--- src/hw/rtl/scpwm_pkg.sv ---
// ----------------------------------------------------------------------------
// scpwm_pkg
// shared types, register map and reset values of the sixteen-channel pwm
// controller
// ----------------------------------------------------------------------------
package scpwm_pkg;

    localparam int CHANNELS_DEF     = 16;
    localparam int COUNTER_BITS_DEF = 12;
    localparam int TIME_BITS        = 12;

    typedef enum logic [2:0] {
        MODE_SET_PTR = 3'd0,
        MODE_WRITE   = 3'd1,
        MODE_READ    = 3'd2,
        MODE_TICK    = 3'd3,
        MODE_RESET   = 3'd4
    } mode_t;

    localparam logic [7:0] REG_MODE1    = 8'h00;
    localparam logic [7:0] REG_MODE2    = 8'h01;
    localparam logic [7:0] REG_LED_BASE = 8'h06;
    localparam logic [7:0] REG_ALL_BASE = 8'd250;
    localparam logic [7:0] REG_PRESCALE = 8'd254;

    localparam logic [7:0] MODE1_RESET    = 8'h11;
    localparam logic [7:0] MODE2_RESET    = 8'h04;
    localparam logic [7:0] PRESCALE_RESET = 8'h1E;
    localparam logic [7:0] PRESCALE_MIN   = 8'd3;

    localparam int SLEEP_BIT = 4;
    localparam int AI_BIT    = 5;
    localparam int INVRT_BIT = 4;

    typedef struct packed {
        logic                 full;
        logic [TIME_BITS-1:0] count;
    } timing_t;

endpackage

--- src/hw/rtl/scpwm_channel_cmp.sv ---
// ----------------------------------------------------------------------------
// scpwm_channel_cmp
// per-channel on/off window compare against the pwm counter, with full-on,
// full-off and output inversion
// ----------------------------------------------------------------------------
module scpwm_channel_cmp #(
    parameter int CHANNELS     = scpwm_pkg::CHANNELS_DEF,
    parameter int COUNTER_BITS = scpwm_pkg::COUNTER_BITS_DEF
) (
    input  scpwm_pkg::timing_t      on_times  [CHANNELS],
    input  scpwm_pkg::timing_t      off_times [CHANNELS],
    input  logic [COUNTER_BITS-1:0] pwm_count,
    input  logic                    invert,
    output logic [CHANNELS-1:0]     levels
);

    localparam int CMP_W = (COUNTER_BITS > scpwm_pkg::TIME_BITS) ?
                           COUNTER_BITS : scpwm_pkg::TIME_BITS;

    logic [CMP_W-1:0] cnt;

    assign cnt = CMP_W'(pwm_count);

    always_comb
    begin
        logic [CMP_W-1:0] on_c;
        logic [CMP_W-1:0] off_c;
        logic             lvl;
        for (int i = 0; i < CHANNELS; i++)
        begin
            on_c  = CMP_W'(on_times[i].count);
            off_c = CMP_W'(off_times[i].count);
            if (off_times[i].full)
                lvl = 1'b0;
            else if (on_times[i].full)
                lvl = 1'b1;
            else if (on_c < off_c)
                lvl = (cnt >= on_c) && (cnt < off_c);
            else if (on_c > off_c)
                lvl = (cnt >= on_c) || (cnt < off_c);
            else
                lvl = 1'b0;
            levels[i] = lvl ^ invert;
        end
    end

endmodule

--- src/hw/rtl/sixteen_channel_pwm_controller.sv ---
// ----------------------------------------------------------------------------
// sixteen_channel_pwm_controller
// register-level pwm led controller: pointer, register writes and reads,
// oscillator ticks and software reset, one bus event per input word
// ----------------------------------------------------------------------------
// usage
//   s_axis carries one event per word: tdata[2:0] event code (0 set pointer,
//   1 write, 2 read, 3 oscillator tick, 4 software reset), tdata[10:3] byte.
//   m_axis returns exactly one word per input word: read byte, the level of
//   every channel after the event, and the sleep flag.
//   m_axis_tvalid rises in the cycle after acceptance; one word can be accepted
//   every cycle while m_axis_tready is high, since the register update and the
//   channel compare all settle between the input handshake and the output register.
//   s_axis_tready stays high while the output register is empty or being
//   drained; when the receiver stalls, the pending result holds and input is
//   taken again as soon as m_axis_tready returns.
//   rst_n clears every control register to its power-on value (asleep, all
//   channels full off, prescale 30) and empties the output register; the
//   software reset event does the same to the registers without dropping results.
//   prescale writes only take effect while asleep; ticks are ignored then.
// ----------------------------------------------------------------------------
module sixteen_channel_pwm_controller #(
    parameter int CHANNELS     = scpwm_pkg::CHANNELS_DEF,
    parameter int COUNTER_BITS = scpwm_pkg::COUNTER_BITS_DEF
) (
    input  logic        clk,
    input  logic        rst_n,
    input  logic        s_axis_tvalid,
    output logic        s_axis_tready,
    input  logic [15:0] s_axis_tdata,   // mode[2:0], bus_byte[10:3], zero
    output logic        m_axis_tvalid,
    input  logic        m_axis_tready,
    output logic [31:0] m_axis_tdata    // read_data[7:0], channel_outputs[23:8],
                                        // sleeping[24], zero
);

    localparam int          LED_END_I = 6 + 4 * CHANNELS;
    localparam logic [7:0]  LED_END   = 8'(LED_END_I);

    logic [7:0]              mode1_reg, mode1_next;
    logic [7:0]              mode2_reg, mode2_next;
    logic [7:0]              aux_reg [4];
    logic [7:0]              aux_next [4];
    logic [7:0]              ptr_reg, ptr_next;
    scpwm_pkg::timing_t      on_reg  [CHANNELS];
    scpwm_pkg::timing_t      on_next [CHANNELS];
    scpwm_pkg::timing_t      off_reg [CHANNELS];
    scpwm_pkg::timing_t      off_next [CHANNELS];
    logic [7:0]              prescale_reg, prescale_next;
    logic [7:0]              pcount_reg, pcount_next;
    logic [COUNTER_BITS-1:0] pwm_reg, pwm_next;

    logic                    out_valid_reg;
    logic [7:0]              rdata_reg, rdata_next;
    logic [15:0]             chan_reg;
    logic                    sleep_reg;

    logic [2:0]              in_mode;
    logic [7:0]              in_byte;
    logic                    accept;
    logic [CHANNELS-1:0]     levels;
    logic [7:0]              led_off;
    logic [5:0]              ch_sel;
    logic [1:0]              sub_sel;
    logic [1:0]              aux_idx;
    logic [1:0]              all_sub;

    assign in_mode       = s_axis_tdata[2:0];
    assign in_byte       = s_axis_tdata[10:3];
    assign s_axis_tready = !out_valid_reg || m_axis_tready;
    assign accept        = s_axis_tvalid && s_axis_tready;
    assign led_off       = ptr_reg - scpwm_pkg::REG_LED_BASE;
    assign ch_sel        = led_off[7:2];
    assign sub_sel       = led_off[1:0];
    assign aux_idx       = 2'(ptr_reg - 8'd2);
    assign all_sub       = 2'(ptr_reg - scpwm_pkg::REG_ALL_BASE);

    function automatic scpwm_pkg::timing_t write_slot(scpwm_pkg::timing_t t,
                                                      logic hi, logic [7:0] v);
        scpwm_pkg::timing_t r;
        r = t;
        if (hi)
        begin
            r.full         = v[4];
            r.count[11:8]  = v[3:0];
        end
        else
        begin
            r.count[7:0]   = v;
        end
        return r;
    endfunction

    function automatic logic [7:0] read_slot(scpwm_pkg::timing_t t, logic hi);
        return hi ? {3'b000, t.full, t.count[11:8]} : t.count[7:0];
    endfunction

    always_comb
    begin
        mode1_next    = mode1_reg;
        mode2_next    = mode2_reg;
        aux_next      = aux_reg;
        ptr_next      = ptr_reg;
        on_next       = on_reg;
        off_next      = off_reg;
        prescale_next = prescale_reg;
        pcount_next   = pcount_reg;
        pwm_next      = pwm_reg;
        rdata_next    = 8'h00;

        case (in_mode)
            scpwm_pkg::MODE_SET_PTR:
            begin
                ptr_next = in_byte;
            end
            scpwm_pkg::MODE_WRITE:
            begin
                if (ptr_reg == scpwm_pkg::REG_MODE1)
                    mode1_next = in_byte & 8'h7F;
                else if (ptr_reg == scpwm_pkg::REG_MODE2)
                    mode2_next = in_byte & 8'h1F;
                else if (ptr_reg < scpwm_pkg::REG_LED_BASE)
                    aux_next[aux_idx] = in_byte;
                else if (ptr_reg < LED_END)
                begin
                    for (int i = 0; i < CHANNELS; i++)
                    begin
                        if (ch_sel == 6'(i))
                        begin
                            if (sub_sel[1])
                                off_next[i] = write_slot(off_reg[i], sub_sel[0], in_byte);
                            else
                                on_next[i] = write_slot(on_reg[i], sub_sel[0], in_byte);
                        end
                    end
                end
                else if (ptr_reg >= scpwm_pkg::REG_ALL_BASE &&
                         ptr_reg < scpwm_pkg::REG_PRESCALE)
                begin
                    for (int i = 0; i < CHANNELS; i++)
                    begin
                        if (all_sub[1])
                            off_next[i] = write_slot(off_reg[i], all_sub[0], in_byte);
                        else
                            on_next[i] = write_slot(on_reg[i], all_sub[0], in_byte);
                    end
                end
                else if (ptr_reg == scpwm_pkg::REG_PRESCALE)
                begin
                    if (mode1_reg[scpwm_pkg::SLEEP_BIT])
                        prescale_next = (in_byte < scpwm_pkg::PRESCALE_MIN) ?
                                        scpwm_pkg::PRESCALE_MIN : in_byte;
                end
                if (mode1_next[scpwm_pkg::AI_BIT])
                    ptr_next = ptr_reg + 8'd1;
            end
            scpwm_pkg::MODE_READ:
            begin
                if (ptr_reg == scpwm_pkg::REG_MODE1)
                    rdata_next = mode1_reg;
                else if (ptr_reg == scpwm_pkg::REG_MODE2)
                    rdata_next = mode2_reg;
                else if (ptr_reg < scpwm_pkg::REG_LED_BASE)
                    rdata_next = aux_reg[aux_idx];
                else if (ptr_reg < LED_END)
                begin
                    for (int i = 0; i < CHANNELS; i++)
                    begin
                        if (ch_sel == 6'(i))
                            rdata_next = sub_sel[1] ? read_slot(off_reg[i], sub_sel[0])
                                                    : read_slot(on_reg[i], sub_sel[0]);
                    end
                end
                else if (ptr_reg == scpwm_pkg::REG_PRESCALE)
                    rdata_next = prescale_reg;
                if (mode1_reg[scpwm_pkg::AI_BIT])
                    ptr_next = ptr_reg + 8'd1;
            end
            scpwm_pkg::MODE_TICK:
            begin
                if (!mode1_reg[scpwm_pkg::SLEEP_BIT])
                begin
                    if (pcount_reg >= prescale_reg)
                    begin
                        pcount_next = 8'h00;
                        pwm_next    = pwm_reg + COUNTER_BITS'(1);
                    end
                    else
                    begin
                        pcount_next = pcount_reg + 8'd1;
                    end
                end
            end
            scpwm_pkg::MODE_RESET:
            begin
                mode1_next    = scpwm_pkg::MODE1_RESET;
                mode2_next    = scpwm_pkg::MODE2_RESET;
                ptr_next      = 8'h00;
                prescale_next = scpwm_pkg::PRESCALE_RESET;
                pcount_next   = 8'h00;
                pwm_next      = '0;
                for (int i = 0; i < 4; i++)
                    aux_next[i] = 8'h00;
                for (int i = 0; i < CHANNELS; i++)
                begin
                    on_next[i]  = '0;
                    off_next[i] = '{full: 1'b1, count: '0};
                end
            end
            default:
            begin
            end
        endcase
    end

    scpwm_channel_cmp #(
        .CHANNELS     (CHANNELS),
        .COUNTER_BITS (COUNTER_BITS)
    ) u_cmp (
        .on_times  (on_next),
        .off_times (off_next),
        .pwm_count (pwm_next),
        .invert    (mode2_next[scpwm_pkg::INVRT_BIT]),
        .levels    (levels)
    );

    always_ff @(posedge clk or negedge rst_n)
    begin
        if (!rst_n)
        begin
            mode1_reg    <= scpwm_pkg::MODE1_RESET;
            mode2_reg    <= scpwm_pkg::MODE2_RESET;
            ptr_reg      <= 8'h00;
            prescale_reg <= scpwm_pkg::PRESCALE_RESET;
            pcount_reg   <= 8'h00;
            pwm_reg      <= '0;
            for (int i = 0; i < 4; i++)
                aux_reg[i] <= 8'h00;
            for (int i = 0; i < CHANNELS; i++)
            begin
                on_reg[i]  <= '0;
                off_reg[i] <= '{full: 1'b1, count: '0};
            end
        end
        else if (accept)
        begin
            mode1_reg    <= mode1_next;
            mode2_reg    <= mode2_next;
            ptr_reg      <= ptr_next;
            prescale_reg <= prescale_next;
            pcount_reg   <= pcount_next;
            pwm_reg      <= pwm_next;
            aux_reg      <= aux_next;
            on_reg       <= on_next;
            off_reg      <= off_next;
        end
    end

    // result word register
    always_ff @(posedge clk or negedge rst_n)
    begin
        if (!rst_n)
            out_valid_reg <= 1'b0;
        else if (accept)
            out_valid_reg <= 1'b1;
        else if (m_axis_tready)
            out_valid_reg <= 1'b0;
    end

    always_ff @(posedge clk)
    begin
        if (accept)
        begin
            rdata_reg <= rdata_next;
            chan_reg  <= 16'(levels);
            sleep_reg <= mode1_next[scpwm_pkg::SLEEP_BIT];
        end
    end

    assign m_axis_tvalid = out_valid_reg;
    assign m_axis_tdata  = {7'b0, sleep_reg, chan_reg, rdata_reg};

`ifndef SYNTHESIS
    a_accept_gives_word: assert property (@(posedge clk) disable iff (!rst_n)
        accept |=> m_axis_tvalid)
        else $error("accepted word produced no result");

    a_soft_reset_mode1: assert property (@(posedge clk) disable iff (!rst_n)
        (accept && in_mode == scpwm_pkg::MODE_RESET) |=>
        (mode1_reg == scpwm_pkg::MODE1_RESET && pwm_reg == '0))
        else $error("software reset did not restore registers");

    a_sleep_freezes_pwm: assert property (@(posedge clk) disable iff (!rst_n)
        (accept && in_mode == scpwm_pkg::MODE_TICK && mode1_reg[scpwm_pkg::SLEEP_BIT])
        |=> ($stable(pwm_reg) && $stable(pcount_reg)))
        else $error("counter moved while asleep");

    a_prescale_min: assert property (@(posedge clk) disable iff (!rst_n)
        prescale_reg >= scpwm_pkg::PRESCALE_MIN)
        else $error("prescale below minimum");

    a_sleep_flag: assert property (@(posedge clk) disable iff (!rst_n)
        accept |=> (sleep_reg == mode1_reg[scpwm_pkg::SLEEP_BIT]))
        else $error("sleep flag does not follow mode1");
`endif

endmodule
--- config.mk ---
export PLATFORM = sky130hd
export DESIGN_NAME = sixteen_channel_pwm_controller
export DESIGN_NICKNAME = d
export VERILOG_FILES = /design/src/hw/rtl/scpwm_pkg.sv /design/src/hw/rtl/scpwm_channel_cmp.sv /design/src/hw/rtl/sixteen_channel_pwm_controller.sv
export SDC_FILE = /design/constraint.sdc
export NUM_CORES = 2
export LEC_CHECK = 0
export BUFFER_PORTS_ARGS = -buffer_cell sky130_fd_sc_hd__buf_2
export CAP_MARGIN = 20
export CORE_MARGIN = 2
export CORE_UTILIZATION = 25
export CTS_CLUSTER_SIZE = 14
export DETAILED_ROUTE_END_ITERATION = 7
export GPL_ROUTABILITY_DRIVEN = 0
export GPL_TIMING_DRIVEN = 0
export SLEW_MARGIN = 10
export SYNTH_ARGS = -nofsm -noshare
export SYNTH_HDL_FRONTEND = slang
export SYNTH_SLANG_ARGS = --single-unit
export TNS_END_PERCENT = 10
--- constraint.sdc ---
create_clock -name clk -period 20.1 [get_ports clk]
set_input_delay 4.02 -clock clk [delete_from_list [all_inputs] [get_ports clk]]
set_output_delay 4.02 -clock clk [all_outputs]
set_load 0.005 [all_outputs]
==> results.toml <==
[clock_network]
cts_resized = 0
postCtsSetupRepairBufs = 0
clockBufferDepth = 3
clock_sinks = 522
insertion_delay_ps = 740
clk_pin_slew_ps = 70
cts_tree = "yes"
cts_hold_buffers = 0
cts_buffers = 60
root_buffer = "clkbuf_16"
cts_max_level = 2

[pwr]
p_seq_share_pct = 28.0
power_frac_clock_pct = 24.7
pwr-share-comb_pct = 47.4
max-vdd-ir-drop_mv = 0.0751
power_density_nw_per_um2 = 98.8
swShare_pct = 44.4
p_leak_nw = 23.0
p_switching_mw = 2.15
internal-power_mw = 2.69

[final_layout]
drive_gt1_share_pct = 9.22
nets = 5651
utilization_pct = 29.0
fin_cells = 7344
final_common_cell = "nand2_1"
mostFrequentLayoutCells = "nand2_1, ha_1, o21ai_0"
area_delta_synth_final_pct = 15.2

[run_status]
outcome = "finished, violations left"
violations = "DRC"

[critical_path]
critPathRequiredTime_ps = 20560
r2r-start = "ptr_reg[0]"
startpoint = "s_axis_tdata[1]"
worst_ep_arrival_time_ps = 11960
worstSetupEndpoint = "chan_reg[8]"
critPathKind = "in -> reg"
r2r.worst_path.cells = 21
critPathMaxFanout = 13
startpoint_type = "input port"
worstSetupEndpointType = "register"
rrSetupSlack_ps = 11930
r2r-end = "chan_reg[8]"

[die]
die_w_um = 416
core_area_um2 = 169000
start_util_pct = 25.1
die_area_um2 = 173000
die_h_um = 416
rows = 151
io_pins = 54

[drt]
vias = 45300
ant_nets = 0
drt_wl_total_um = 215000
first_iter_violations = 8162
vias_per_cell = 6.17
drt_pass1_iterations = 8
wl_per_cell_um = 29.3
post-route-drc-count = 144

[global_routing]
antenna_found_initial = 23
overflow = 0
grt_pass1_vias = 41300
grt_util_all_layers_pct = 23.8
grt_max_degree = 101
grt_pass1_wl_um = 300000

[synth]
synth-async-reset-ratio_pct = 95.2
synth-seq-cells = 522
synth.distinct_cells = 98
avgSynthCellArea_um2 = 8.71
ys_dominant_reg_cell = "dfrtp_1"
seq_area_frac_synth_pct = 31.1
synth_edf_count = 25
yosys_warnings = 0
syn_inst = 4880
syn-cell-area_um2 = 42500

[sta]
finalCritPeriodShare_pct = 57.2
fin_crit_ps = 11500
finClkSkew_ps = 57.5
tightest_slew_ps = 1440
hold_violations = 0
finalMaxSlewViolations = 0
rsz0062_at_grt = "no"
setup_violations = 0
maxSlewHeadroom_pct = 4.25
tns_ps = 0
max_freq_mhz = 86.9

[placed_design]
dp_hpwl_um = 160000
post-place-cells = 7194
port_buffers = 35

[worst_hold_path]
hp-class = "reg -> reg"

[job]
cap_viol_max_count = 0
[critical path: stages]
cell	delay, ps
buf_2	130
clkbuf_1	390
or2_2	190
clkbuf_1	630
clkbuf_1	800
clkbuf_1	430
buf_6	290
clkbuf_1	730
buf_1	860
nand3_1	260
o21ai_4	380
buf_16	240
ha_1	260
a21o_1	160
a21o_1	170
a21oi_1	160
nor2_1	70
a2111oi_0	480
nor2_1	100
nor3_1	210
o41ai_1	250
a221oi_2	550
xor2_1	120
[synth_stat cells (all sizes together) (34+ instances only)]
cell | count | share of area (%)
clkbuf | 213 | 1.9
dfrtp | 474 | 28
mux2i | 57 | 1.3
inv | 226 | 2.0
buf | 75 | 0.95
a21o | 121 | 2.1
nor2b | 37 | 0.54
o21a | 40 | 0.71
a22o | 40 | 0.82
ha | 575 | 17
nand4 | 78 | 1.2
nand3 | 68 | 0.84
nand2 | 606 | 5.4
nand2b | 57 | 0.86
a31oi | 34 | 0.50
nor3 | 59 | 0.71
nor2 | 239 | 2.1
and3 | 147 | 2.2
a21oi | 388 | 4.6
mux4 | 88 | 4.7
a22oi | 235 | 4.2
o21ai | 605 | 7.2
[stage by stage]
stage | cell area, um2 | hold WS [ps] | setup WS, ps | total power [mW]
after floorplan | 42500 | 452 | 10440 | 2.76
after global placement | 45500 | 473 | 3870 | 3.44
final | 49000 | 497 | 8600 | 4.84
after detailed placement | 46700 | 480 | 8610 | 3.50
after global routing | 48900 | 517 | 8850 | 4.98
after CTS | 48700 | 495 | 9260 | 4.67
[routing by layer]
layer,global-route usage [%],wire length (um)
met1,29.0,78500
met2,33.0,85000
met3,10.9,32300
met4,16.4,19100
met5,1.19,244
[kinds of logic (layout without fill, tap and decap cells)]
group | Yosys count | count (layout) | synth area share (%)
xor gates and xnor gates | 19 | 19 | 0.392
other | 1 | 27 | 0.00882
AOI/OAI and AO/OA | 1704 | 1704 | 25.0
DFF | 522 | 522 | 31.1
muxes | 164 | 164 | 6.51
adders and majority gates | 575 | 575 | 16.9
and+or+nand+nor | 1381 | 1381 | 15.3
buffers and inverters | 514 | 734 | 4.84
[power groups by stage]
stage,Clock (mW),Combinational (mW),Sequential [mW]
2_1_floorplan,0,1.45,1.30
3_3_place_gp,0,2.09,1.35
3_5_place_dp,0,2.15,1.36
4_1_cts,1.17,2.16,1.34
5_1_grt,1.22,2.40,1.36
6_report,1.19,2.29,1.35
[worst min-delay path by stage]
| stage | from | cells past startpoint | end | slack (ps) |
|---|---|---|---|---|
| global route | aux_reg[6] | 1 | aux_reg[6] | 520 |
| CTS | off_reg[37] | 2 | off_reg[37] | 500 |
| detailed placement | mode1_reg[6] | 1 | mode1_reg[6] | 480 |
| finish | aux_reg[30] | 1 | aux_reg[30] | 500 |
| global placement | on_reg[199] | 2 | on_reg[199] | 470 |
| floorplan | pcount_reg[7] | 1 | pcount_reg[7] | 450 |
[area by class of cell]
class	instances	area (um2)
Inverter	226	848
Sequential cell	522	13200
Clock inverter	24	298
Clock buffer	88	1730
Tap cell	2218	2780
Multi-Input combinational cell	3850	27400
Buffer	288	1240
Timing Repair Buffer	108	1440
Antenna cell	20	50.0
Fill cell	17700	120000
No activity file was read; power rests on OpenSTA's default activity.
